**src/hw/rtl/urfp_pkg.sv**
```systemverilog
// ----------------------------------------------------------------------------
// urfp_pkg
// Types and constants shared by the UART receive frame parser FIFO.
// ----------------------------------------------------------------------------
package urfp_pkg;

  localparam logic [7:0] START_MARK = 8'hFF;

  localparam int unsigned MQ_DEPTH = 2;
  localparam int unsigned OQ_DEPTH = 4;
  localparam int unsigned OQ_CNT_W = $clog2(OQ_DEPTH + 1);

  typedef enum logic [1:0] {
    CMD_RX        = 2'd0,
    CMD_POP       = 2'd1,
    CMD_READ_DIST = 2'd2,
    CMD_NONE      = 2'd3
  } cmd_e;

  typedef enum logic [2:0] {
    ITEM_RX,
    ITEM_HW_ERR,
    ITEM_POP,
    ITEM_READ,
    ITEM_NONE
  } item_kind_e;

  typedef enum logic [2:0] {
    ERR_NONE     = 3'd0,
    ERR_FRAMING  = 3'd1,
    ERR_OVERFLOW = 3'd2,
    ERR_PARITY   = 3'd3,
    ERR_CHECKSUM = 3'd4
  } err_code_e;

  typedef enum logic [1:0] {
    PH_HUNT = 2'd0,
    PH_HIGH = 2'd1,
    PH_LOW  = 2'd2,
    PH_SUM  = 2'd3
  } phase_e;

  typedef struct packed {
    item_kind_e kind;
    logic [7:0] data;
    logic       start;
    logic       frame_err;
    logic       overrun_err;
    logic       parity_err;
    err_code_e  hw_code;
  } item_t;

  typedef struct packed {
    logic        read_valid;
    logic [7:0]  read_byte;
    logic [15:0] distance;
    logic        distance_ready;
    err_code_e   recent_err;
    logic [15:0] error_total;
    logic [15:0] framing_total;
    logic [15:0] overflow_total;
    logic [15:0] parity_total;
    logic [15:0] received_total;
    logic        error_event;
    logic [6:0]  fifo_level;
  } result_t;

endpackage

```
**src/hw/rtl/urfp_queue.sv**
```systemverilog
// ----------------------------------------------------------------------------
// urfp_queue
// Small register queue used between the front and back parts and on the
// result side.
// ----------------------------------------------------------------------------
module urfp_queue #(
  parameter int unsigned WIDTH = 8,
  parameter int unsigned DEPTH = 2
) (
  input  logic                       clk_i,
  input  logic                       rst_ni,
  input  logic                       push_i,
  input  logic [WIDTH-1:0]           data_i,
  output logic                       full_o,
  input  logic                       pop_i,
  output logic [WIDTH-1:0]           data_o,
  output logic                       empty_o,
  output logic [$clog2(DEPTH+1)-1:0] count_o
);

  localparam int unsigned PTR_W = (DEPTH > 1) ? $clog2(DEPTH) : 1;
  localparam int unsigned CNT_W = $clog2(DEPTH + 1);

  logic [WIDTH-1:0] mem_q [DEPTH];
  logic [PTR_W-1:0] wr_q, wr_d, rd_q, rd_d;
  logic [CNT_W-1:0] cnt_q, cnt_d;
  logic             do_push, do_pop;

  assign full_o  = (cnt_q == CNT_W'(DEPTH));
  assign empty_o = (cnt_q == '0);
  assign count_o = cnt_q;
  assign data_o  = mem_q[rd_q];
  assign do_push = push_i && !full_o;
  assign do_pop  = pop_i && !empty_o;

  always_comb begin
    wr_d  = wr_q;
    rd_d  = rd_q;
    cnt_d = cnt_q;
    if (do_push) begin
      wr_d = (wr_q == PTR_W'(DEPTH - 1)) ? '0 : wr_q + PTR_W'(1);
    end
    if (do_pop) begin
      rd_d = (rd_q == PTR_W'(DEPTH - 1)) ? '0 : rd_q + PTR_W'(1);
    end
    if (do_push && !do_pop) begin
      cnt_d = cnt_q + CNT_W'(1);
    end else if (do_pop && !do_push) begin
      cnt_d = cnt_q - CNT_W'(1);
    end
  end

  always_ff @(posedge clk_i or negedge rst_ni) begin
    if (!rst_ni) begin
      wr_q  <= '0;
      rd_q  <= '0;
      cnt_q <= '0;
    end else begin
      wr_q  <= wr_d;
      rd_q  <= rd_d;
      cnt_q <= cnt_d;
    end
  end

  always_ff @(posedge clk_i) begin
    if (do_push) begin
      mem_q[wr_q] <= data_i;
    end
  end

endmodule

```
**src/hw/rtl/urfp_front.sv**
```systemverilog
// ----------------------------------------------------------------------------
// urfp_front
// Classifies each incoming beat: receive error screening with priority,
// start mark detection and command decode.
// ----------------------------------------------------------------------------
module urfp_front (
  input  logic           [1:0] cmd_i,
  input  logic           [7:0] rx_byte_i,
  input  logic                 frame_error_i,
  input  logic                 overrun_error_i,
  input  logic                 parity_error_i,
  output urfp_pkg::item_t      item_o
);

  import urfp_pkg::*;

  logic any_err;

  assign any_err = frame_error_i || overrun_error_i || parity_error_i;

  always_comb begin
    item_o.data        = rx_byte_i;
    item_o.start       = (rx_byte_i == START_MARK);
    item_o.frame_err   = frame_error_i;
    item_o.overrun_err = overrun_error_i;
    item_o.parity_err  = parity_error_i;

    if (parity_error_i) begin
      item_o.hw_code = ERR_PARITY;
    end else if (overrun_error_i) begin
      item_o.hw_code = ERR_OVERFLOW;
    end else if (frame_error_i) begin
      item_o.hw_code = ERR_FRAMING;
    end else begin
      item_o.hw_code = ERR_NONE;
    end

    case (cmd_e'(cmd_i))
      CMD_RX: begin
        item_o.kind = any_err ? ITEM_HW_ERR : ITEM_RX;
      end
      CMD_POP:       item_o.kind = ITEM_POP;
      CMD_READ_DIST: item_o.kind = ITEM_READ;
      default:       item_o.kind = ITEM_NONE;
    endcase
  end

endmodule

```
**src/hw/rtl/urfp_back.sv**
```systemverilog
// ----------------------------------------------------------------------------
// urfp_back
// Executes classified items: error statistics, raw byte ring buffer and
// sensor frame parser; a second stage joins the buffer read data.
// ----------------------------------------------------------------------------
module urfp_back #(
  parameter int unsigned FIFO_DEPTH = 64
) (
  input  logic                 clk_i,
  input  logic                 rst_ni,
  input  logic                 cfg_valid_i,
  input  logic                 cfg_data_i,
  input  logic                 item_valid_i,
  input  urfp_pkg::item_t      item_i,
  input  logic                 room_i,
  output logic                 item_pop_o,
  output logic                 res_valid_o,
  output urfp_pkg::result_t    res_o
);

  import urfp_pkg::*;

  localparam int unsigned PTR_W = (FIFO_DEPTH > 1) ? $clog2(FIFO_DEPTH) : 1;
  localparam int unsigned LVL_W = $clog2(FIFO_DEPTH + 1);

  logic [7:0]       mem_q [FIFO_DEPTH];
  logic [7:0]       rdata_q;

  logic [PTR_W-1:0] rp_q, rp_d, wp_q, wp_d;
  logic [LVL_W-1:0] fill_q, fill_d;
  phase_e           phase_q, phase_d;
  logic [7:0]       sum_q, sum_d;
  logic [15:0]      partial_q, partial_d;
  logic [15:0]      dist_q, dist_d;
  logic             ready_q, ready_d;
  logic             mode_q, mode_d;
  err_code_e        code_q, code_d;
  logic [15:0]      err_cnt_q, err_cnt_d;
  logic [15:0]      frm_cnt_q, frm_cnt_d;
  logic [15:0]      ovf_cnt_q, ovf_cnt_d;
  logic [15:0]      par_cnt_q, par_cnt_d;
  logic [15:0]      rcv_cnt_q, rcv_cnt_d;

  logic             s2_valid_q;
  result_t          s2_q, s2_d;

  logic             fire, is_byte, sensor_byte, raw_byte, fifo_full;
  logic             do_store, do_pop, sum_ok;

  assign fire        = item_valid_i && room_i;
  assign item_pop_o  = fire;
  assign is_byte     = fire && (item_i.kind == ITEM_RX);
  assign sensor_byte = is_byte && mode_q;
  assign raw_byte    = is_byte && !mode_q;
  assign fifo_full   = (fill_q >= LVL_W'(FIFO_DEPTH));
  assign do_store    = raw_byte && !fifo_full;
  assign do_pop      = fire && (item_i.kind == ITEM_POP) && (fill_q != '0);
  assign sum_ok      = (sum_q == item_i.data);

  // parser phase
  always_comb begin
    phase_d = phase_q;
    if (cfg_valid_i) begin
      phase_d = PH_HUNT;
    end else if (sensor_byte) begin
      case (phase_q)
        PH_HUNT: phase_d = item_i.start ? PH_HIGH : PH_HUNT;
        PH_HIGH: phase_d = PH_LOW;
        PH_LOW:  phase_d = PH_SUM;
        default: phase_d = PH_HUNT;
      endcase
    end
  end

  // datapath and statistics
  always_comb begin
    rp_d      = rp_q;
    wp_d      = wp_q;
    fill_d    = fill_q;
    sum_d     = sum_q;
    partial_d = partial_q;
    dist_d    = dist_q;
    ready_d   = ready_q;
    mode_d    = mode_q;
    code_d    = code_q;
    err_cnt_d = err_cnt_q;
    frm_cnt_d = frm_cnt_q;
    ovf_cnt_d = ovf_cnt_q;
    par_cnt_d = par_cnt_q;
    rcv_cnt_d = rcv_cnt_q;
    s2_d      = '0;

    if (fire && (item_i.kind == ITEM_HW_ERR)) begin
      err_cnt_d = err_cnt_q + 16'd1;
      if (item_i.frame_err) begin
        frm_cnt_d = frm_cnt_q + 16'd1;
      end
      if (item_i.overrun_err) begin
        ovf_cnt_d = ovf_cnt_q + 16'd1;
      end
      if (item_i.parity_err) begin
        par_cnt_d = par_cnt_q + 16'd1;
      end
      code_d = item_i.hw_code;
      s2_d.error_event = 1'b1;
    end

    if (sensor_byte) begin
      case (phase_q)
        PH_HUNT: begin
          if (item_i.start) begin
            sum_d     = '0;
            rcv_cnt_d = rcv_cnt_q + 16'd1;
          end
        end
        PH_HIGH: begin
          partial_d = {item_i.data, 8'h00};
          sum_d     = sum_q + item_i.data;
          rcv_cnt_d = rcv_cnt_q + 16'd1;
        end
        PH_LOW: begin
          partial_d = partial_q | {8'h00, item_i.data};
          sum_d     = sum_q + item_i.data;
          rcv_cnt_d = rcv_cnt_q + 16'd1;
        end
        default: begin
          if (sum_ok) begin
            dist_d  = partial_q;
            ready_d = 1'b1;
          end else begin
            err_cnt_d        = err_cnt_q + 16'd1;
            code_d           = ERR_CHECKSUM;
            s2_d.error_event = 1'b1;
          end
        end
      endcase
    end

    if (raw_byte) begin
      if (fifo_full) begin
        ovf_cnt_d        = ovf_cnt_q + 16'd1;
        code_d           = ERR_OVERFLOW;
        s2_d.error_event = 1'b1;
      end else begin
        wp_d      = (wp_q == PTR_W'(FIFO_DEPTH - 1)) ? '0 : wp_q + PTR_W'(1);
        fill_d    = fill_q + LVL_W'(1);
        rcv_cnt_d = rcv_cnt_q + 16'd1;
      end
    end

    if (do_pop) begin
      rp_d   = (rp_q == PTR_W'(FIFO_DEPTH - 1)) ? '0 : rp_q + PTR_W'(1);
      fill_d = fill_q - LVL_W'(1);
    end

    s2_d.read_valid     = do_pop;
    s2_d.distance_ready = ready_d;
    s2_d.distance       = dist_d;
    s2_d.recent_err     = code_d;
    s2_d.error_total    = err_cnt_d;
    s2_d.framing_total  = frm_cnt_d;
    s2_d.overflow_total = ovf_cnt_d;
    s2_d.parity_total   = par_cnt_d;
    s2_d.received_total = rcv_cnt_d;
    s2_d.fifo_level     = 7'(fill_d);

    if (fire && (item_i.kind == ITEM_READ)) begin
      ready_d = 1'b0;
    end

    if (cfg_valid_i) begin
      mode_d    = cfg_data_i;
      sum_d     = '0;
      partial_d = '0;
      ready_d   = 1'b0;
    end
  end

  always_ff @(posedge clk_i or negedge rst_ni) begin
    if (!rst_ni) begin
      rp_q       <= '0;
      wp_q       <= '0;
      fill_q     <= '0;
      phase_q    <= PH_HUNT;
      sum_q      <= '0;
      partial_q  <= '0;
      dist_q     <= '0;
      ready_q    <= 1'b0;
      mode_q     <= 1'b0;
      code_q     <= ERR_NONE;
      err_cnt_q  <= '0;
      frm_cnt_q  <= '0;
      ovf_cnt_q  <= '0;
      par_cnt_q  <= '0;
      rcv_cnt_q  <= '0;
      s2_valid_q <= 1'b0;
    end else begin
      rp_q       <= rp_d;
      wp_q       <= wp_d;
      fill_q     <= fill_d;
      phase_q    <= phase_d;
      sum_q      <= sum_d;
      partial_q  <= partial_d;
      dist_q     <= dist_d;
      ready_q    <= ready_d;
      mode_q     <= mode_d;
      code_q     <= code_d;
      err_cnt_q  <= err_cnt_d;
      frm_cnt_q  <= frm_cnt_d;
      ovf_cnt_q  <= ovf_cnt_d;
      par_cnt_q  <= par_cnt_d;
      rcv_cnt_q  <= rcv_cnt_d;
      s2_valid_q <= fire;
    end
  end

  always_ff @(posedge clk_i) begin
    if (fire) begin
      s2_q <= s2_d;
    end
  end

  always_ff @(posedge clk_i) begin
    if (do_store) begin
      mem_q[wp_q] <= item_i.data;
    end
  end

  always_ff @(posedge clk_i) begin
    if (do_pop) begin
      rdata_q <= mem_q[rp_q];
    end
  end

  assign res_valid_o = s2_valid_q;

  always_comb begin
    res_o           = s2_q;
    res_o.read_byte = s2_q.read_valid ? rdata_q : 8'h00;
  end

endmodule

```
**src/hw/rtl/uart_receive_frame_parser_fifo.sv**
```systemverilog
// ----------------------------------------------------------------------------
// uart_receive_frame_parser_fifo
// UART receive side: error screening, raw byte ring buffer and sensor
// distance frame parser, with queue style input and result ports.
// ----------------------------------------------------------------------------
// Result path: an accepted item is executed and registered together with
// its buffer read data, then written into the result queue.
// Throughput: one item per cycle while pop keeps up with the results.
// Reset: asynchronous; clears pointers, level, parser, flags, counters and
// queues at once. Buffer contents are left as they are.
// ----------------------------------------------------------------------------
module uart_receive_frame_parser_fifo #(
  parameter int unsigned FIFO_DEPTH = 64
) (
  input  logic        clk_i,
  input  logic        rst_ni,
  input  logic        cfg_valid_i,
  output logic        cfg_ready_o,
  input  logic        cfg_data_i,
  input  logic        push,
  output logic        full,
  input  logic [1:0]  cmd_i,
  input  logic [7:0]  rx_byte_i,
  input  logic        frame_error_i,
  input  logic        overrun_error_i,
  input  logic        parity_error_i,
  output logic        empty,
  input  logic        pop,
  output logic        read_valid_o,
  output logic [7:0]  read_byte_o,
  output logic [15:0] distance_o,
  output logic        distance_ready_o,
  output logic [2:0]  recent_err_o,
  output logic [15:0] error_total_o,
  output logic [15:0] framing_total_o,
  output logic [15:0] overflow_total_o,
  output logic [15:0] parity_total_o,
  output logic [15:0] received_total_o,
  output logic        error_event_o,
  output logic [6:0]  fifo_level_o
);

  import urfp_pkg::*;

  item_t               front_item, mq_item;
  logic                mq_empty, mq_pop;
  logic                room;
  logic                res_valid;
  result_t             res, oq_res;
  logic [OQ_CNT_W-1:0] oq_count;

  assign cfg_ready_o = 1'b1;

  urfp_front u_front (
    .cmd_i           (cmd_i),
    .rx_byte_i       (rx_byte_i),
    .frame_error_i   (frame_error_i),
    .overrun_error_i (overrun_error_i),
    .parity_error_i  (parity_error_i),
    .item_o          (front_item)
  );

  urfp_queue #(
    .WIDTH ($bits(item_t)),
    .DEPTH (MQ_DEPTH)
  ) u_mid_queue (
    .clk_i   (clk_i),
    .rst_ni  (rst_ni),
    .push_i  (push),
    .data_i  (front_item),
    .full_o  (full),
    .pop_i   (mq_pop),
    .data_o  (mq_item),
    .empty_o (mq_empty),
    .count_o ()
  );

  assign room = (oq_count <= OQ_CNT_W'(OQ_DEPTH - 2));

  urfp_back #(
    .FIFO_DEPTH (FIFO_DEPTH)
  ) u_back (
    .clk_i        (clk_i),
    .rst_ni       (rst_ni),
    .cfg_valid_i  (cfg_valid_i),
    .cfg_data_i   (cfg_data_i),
    .item_valid_i (!mq_empty),
    .item_i       (mq_item),
    .room_i       (room),
    .item_pop_o   (mq_pop),
    .res_valid_o  (res_valid),
    .res_o        (res)
  );

  urfp_queue #(
    .WIDTH ($bits(result_t)),
    .DEPTH (OQ_DEPTH)
  ) u_out_queue (
    .clk_i   (clk_i),
    .rst_ni  (rst_ni),
    .push_i  (res_valid),
    .data_i  (res),
    .full_o  (),
    .pop_i   (pop),
    .data_o  (oq_res),
    .empty_o (empty),
    .count_o (oq_count)
  );

  assign read_valid_o     = oq_res.read_valid;
  assign read_byte_o      = oq_res.read_byte;
  assign distance_o       = oq_res.distance;
  assign distance_ready_o = oq_res.distance_ready;
  assign recent_err_o     = oq_res.recent_err;
  assign error_total_o    = oq_res.error_total;
  assign framing_total_o  = oq_res.framing_total;
  assign overflow_total_o = oq_res.overflow_total;
  assign parity_total_o   = oq_res.parity_total;
  assign received_total_o = oq_res.received_total;
  assign error_event_o    = oq_res.error_event;
  assign fifo_level_o     = oq_res.fifo_level;

endmodule

```
**config.mk**
```make
export PLATFORM = sky130hd
export DESIGN_NAME = uart_receive_frame_parser_fifo
export DESIGN_NICKNAME = d
export VERILOG_FILES = /design/src/hw/rtl/urfp_pkg.sv /design/src/hw/rtl/urfp_queue.sv /design/src/hw/rtl/urfp_front.sv /design/src/hw/rtl/urfp_back.sv /design/src/hw/rtl/uart_receive_frame_parser_fifo.sv
export SDC_FILE = /design/constraint.sdc
export NUM_CORES = 1
export LEC_CHECK = 0
export ABC_AREA = 1
export BUFFER_PORTS_ARGS = -buffer_cell sky130_fd_sc_hd__buf_4
export CORE_MARGIN = 2
export CORE_UTILIZATION = 55
export DETAILED_ROUTE_END_ITERATION = 6
export GPL_ROUTABILITY_DRIVEN = 0
export PLACE_DENSITY_LB_ADDON = 0.3
export REMOVE_ABC_BUFFERS = 1
export SETUP_SLACK_MARGIN = 0.5
export SYNTH_ARGS = -nofsm -noshare
export SYNTH_HDL_FRONTEND = slang
export SYNTH_HIERARCHICAL = 1
export SYNTH_SLANG_ARGS = --single-unit
```
**constraint.sdc**
```tcl
create_clock -name clk_i -period 15.45 [get_ports clk_i]
set_input_delay 0.7725 -clock clk_i [delete_from_list [all_inputs] [get_ports clk_i]]
set_output_delay 0.7725 -clock clk_i [all_outputs]
set_load 0.005 [all_outputs]
```
==> summary.txt <==
Run status: finished clean
Net count reported at finish: 4666
Effective utilization at floorplan: 55.62%
Data required time of the worst path: 14.68 ns
Iteration-0 DRC Markers: 3683
Highest Clock Rate: 214.1 MHz
Highest ir drop seen on vdd: 0.1370 mV
Clock-pin slew reported for the worst setup and hold paths after clock tree synthesis: 0.06 ns
Worst hold slack across all endpoints: 0.2356 ns
Worst Hold Class: primary input to register
Worst Max-Slew Pin Slew: 1.226 ns
Final HPWL DP: 65180 um
Switching pwr: 3.742 mW
Count of clock tree sinks: 1291
Top-level I/O count: 139
Design internal power: 7.542 mW
Wire length of the first global-routing pass: 177600 um
Crit share post-route: 30.23%
Number of cells produced by synthesis: 4523
Initial antenna violation count: 1
Proportion of power drawn by flip-flops and latches: 45.9%
Yosys warning count: 6
Die boundary height: 314.4 um
Die area: 98870 sq um
Largest net degree at the start of global routing: 259
Clock root buffer master: sky130_fd_sc_hd__clkbuf_16
Proportion of layout cells with a drive suffix above 1: 8.954%
Count of antenna-violating nets left after detailed routing: 0
Number of vias after detailed routing: 32800
Remaining global-route overflow: 0
Maxcap violations: 0
DIE WIDTH: 314.4 um
Pwr/cell area: 190.5 nW/um^2
Via-to-Cell Ratio: 5.474
Count of final max-slew check failures: 0
Type of origin of the critical path: register
Share of total power consumed by net switching: 33.16%
Total power: 11.28 mW
Setup total negative slack: 0 ns
Static leakage: 23.17 nW
H-tree levels: 4
Setup repair after global routing missed its margin: false
Setup Slack @ Placement: 11.28 ns
Source-to-sink clock delay at the later pin of the worst-skew pair: 0.75 ns
Path type of the worst setup path: register to primary output
Post-CTS Repair Setup Buffers: 0
DRT Pass-1 Iters: 6
Data arrival time of the critical path: 3.90 ns
Post-Synthesis Cell Area: 53010 sq um
Total wirelength of the detailed-routed design: 113900 um
Core area: 95290 sq um
Total clock buffers created by CTS: 132
Final critical-path required period: 4.671 ns
Combinational fraction of design power: 26.3%
Number of buffers on the longest clock path: 3
Area growth from synthesis to final layout: 11.76%
Clock network fraction of total power: 27.8%
Slack of the critical path: 10.78 ns
Endpoint class of the critical path: primary output
Wire length per cell after detailed routing: 19.02 um
Biggest fanout along the worst timing path: 258
Slew margin rel.: 18.29%
Row count: 113
TritonCTS clock tree: yes
DRC violations left: 0
Overall Global Routing Usage: 23.24%
Number of port buffers: 137
Filler cells: 7265
Clock tree skew after final layout: 0.03116 ns
Via count of the first global-routing pass: 31880
Endpoints failing setup: 0
Final count of hold timing violations: 0
Synthesized area per cell: 11.72 sq um
## critical path, cell delays in order, from the launching register on
cell and delay, ns:
sky130_fd_sc_hd__dfrtp_4 0.97, sky130_fd_sc_hd__buf_4 0.62, sky130_fd_sc_hd__buf_12 0.74, sky130_fd_sc_hd__nand2_1 0.15
sky130_fd_sc_hd__o211ai_1 0.13, sky130_fd_sc_hd__nand2_1 0.16, sky130_fd_sc_hd__buf_4 0.17
## path summary, 6_finish.rpt
check / start / end / slack (ns) / depth (start not counted)
worst max register to register: u_mid_queue/rd_q$_DFFE_PN0P_ / u_back/mem_q[25][5]$_DFFE_PP_ / 11.30 / 10
worst min register to register: u_back/par_cnt_q[15]$_DFF_PN0_ / u_back/par_cnt_q[15]$_DFF_PN0_ / 0.48 / 1
worst min-delay path: frame_error_i / u_mid_queue/mem_q[1][5]$_DFFE_PP_ / 0.24 / 1
worst max-delay path: u_out_queue/rd_q[0]$_DFFE_PN0P_ / read_byte_o[7] / 10.78 / 6
min in group asynchronous: rst_ni / u_back/frm_cnt_q[6]$_DFF_PN0_ / 0.54 / 2
max in group asynchronous: rst_ni / u_back/rp_q[0]$_DFFE_PN0P_ / 13.51 / 3
## layout by cell type (no fill, tap or decap), types with 3 or more instances in the layout
cell type and count:
sky130_fd_sc_hd__nand4_1 21, sky130_fd_sc_hd__nand3b_1 4, sky130_fd_sc_hd__dfrtp_4 4, sky130_fd_sc_hd__or2_2 7, sky130_fd_sc_hd__buf_4 160, sky130_fd_sc_hd__clkinv_1 19, sky130_fd_sc_hd__edfxtp_1 1133, sky130_fd_sc_hd__nand2_2 17
sky130_fd_sc_hd__ha_1 30, sky130_fd_sc_hd__nor2_4 7, sky130_fd_sc_hd__nand2_1 1081, sky130_fd_sc_hd__o22ai_1 13, sky130_fd_sc_hd__clkbuf_8 12, sky130_fd_sc_hd__nor2_1 399, sky130_fd_sc_hd__bufinv_16 9, sky130_fd_sc_hd__clkinv_2 26
sky130_fd_sc_hd__clkbuf_16 134, sky130_fd_sc_hd__xor2_1 44, sky130_fd_sc_hd__a21oi_1 49, sky130_fd_sc_hd__o211ai_1 255, sky130_fd_sc_hd__a31oi_1 3, sky130_fd_sc_hd__dfrtp_1 154, sky130_fd_sc_hd__o21bai_1 4, sky130_fd_sc_hd__a22o_1 3
sky130_fd_sc_hd__clkinv_8 7, sky130_fd_sc_hd__nand3_1 264, sky130_fd_sc_hd__nor2_2 10, sky130_fd_sc_hd__o21ai_1 35, sky130_fd_sc_hd__o21ai_0 174, sky130_fd_sc_hd__inv_2 5, sky130_fd_sc_hd__inv_16 3, sky130_fd_sc_hd__nor4_1 3
sky130_fd_sc_hd__nor3_1 19, sky130_fd_sc_hd__xnor2_1 18, sky130_fd_sc_hd__clkbuf_1 31, sky130_fd_sc_hd__inv_1 528, sky130_fd_sc_hd__buf_12 6, sky130_fd_sc_hd__o31ai_1 4
## through the flow
stage	utilization [%]	cell area, sq um	instances
floorplan	-	51870	4313
global placement	57.58	54870	5745
detailed placement	57.58	54870	5745
CTS	62.16	59230	5989
global route	62.16	59240	5990
finish	62.16	59240	5991
## sequential cells by signal, indices dropped and copies added (netlist names), 7 cells and up
name	cells
u_mid_queue/mem_q	36
u_back/sum_q	8
u_back/rdata_q	8
u_back/fill_q	7
u_back/err_cnt_q	16
u_back/par_cnt_q	16
u_back/ovf_cnt_q	16
u_back/dist_q	16
u_back/partial_q	16
u_back/frm_cnt_q	16
u_back/rcv_cnt_q	16
u_back/res_o	109
u_out_queue/mem_q	468
u_back/mem_q	512
## final cells by class
cell class              count  area, sq um  area share (%)
diodes                      2        5.005        0.008449
clock buffers             177         3635           6.136
clock inverters            66        718.2           1.212
inverters                 539         2034           3.434
multi-input cells        2483        11930           20.14
flip-flops and latches   1291        37990           64.13
well taps                1265         1583           2.672
repair buffers            168         1343           2.266
## power groups by stage
stage,Clock (mW),Sequential (mW),Combinational [mW]
6_report,3.14,5.17,2.97
5_1_grt,3.33,5.24,3.29
4_1_cts,3.19,5.18,2.99
3_5_place_dp,0,5.24,2.97
3_3_place_gp,0,5.22,2.92
2_1_floorplan,0,5.34,1.70
## routing by layer
metal  track usage [%]  part of all wire (%)  wire, um  vias up
li1                  -                     -         -    15540
met1             31.84                    42     47740    15920
met4             7.424                   2.4      2684        0
met2             38.32                    49     55440     1146
met5                 0                     0         0        -
met3             3.906                   7.1      8080      193
## what timing repair did
action | CTS | global route
hold endpoints to repair | 39 | 0
hold buffers | 1 | 0
gates resized for setup | 0 | 0
No activity file was read; power rests on OpenSTA's default activity.
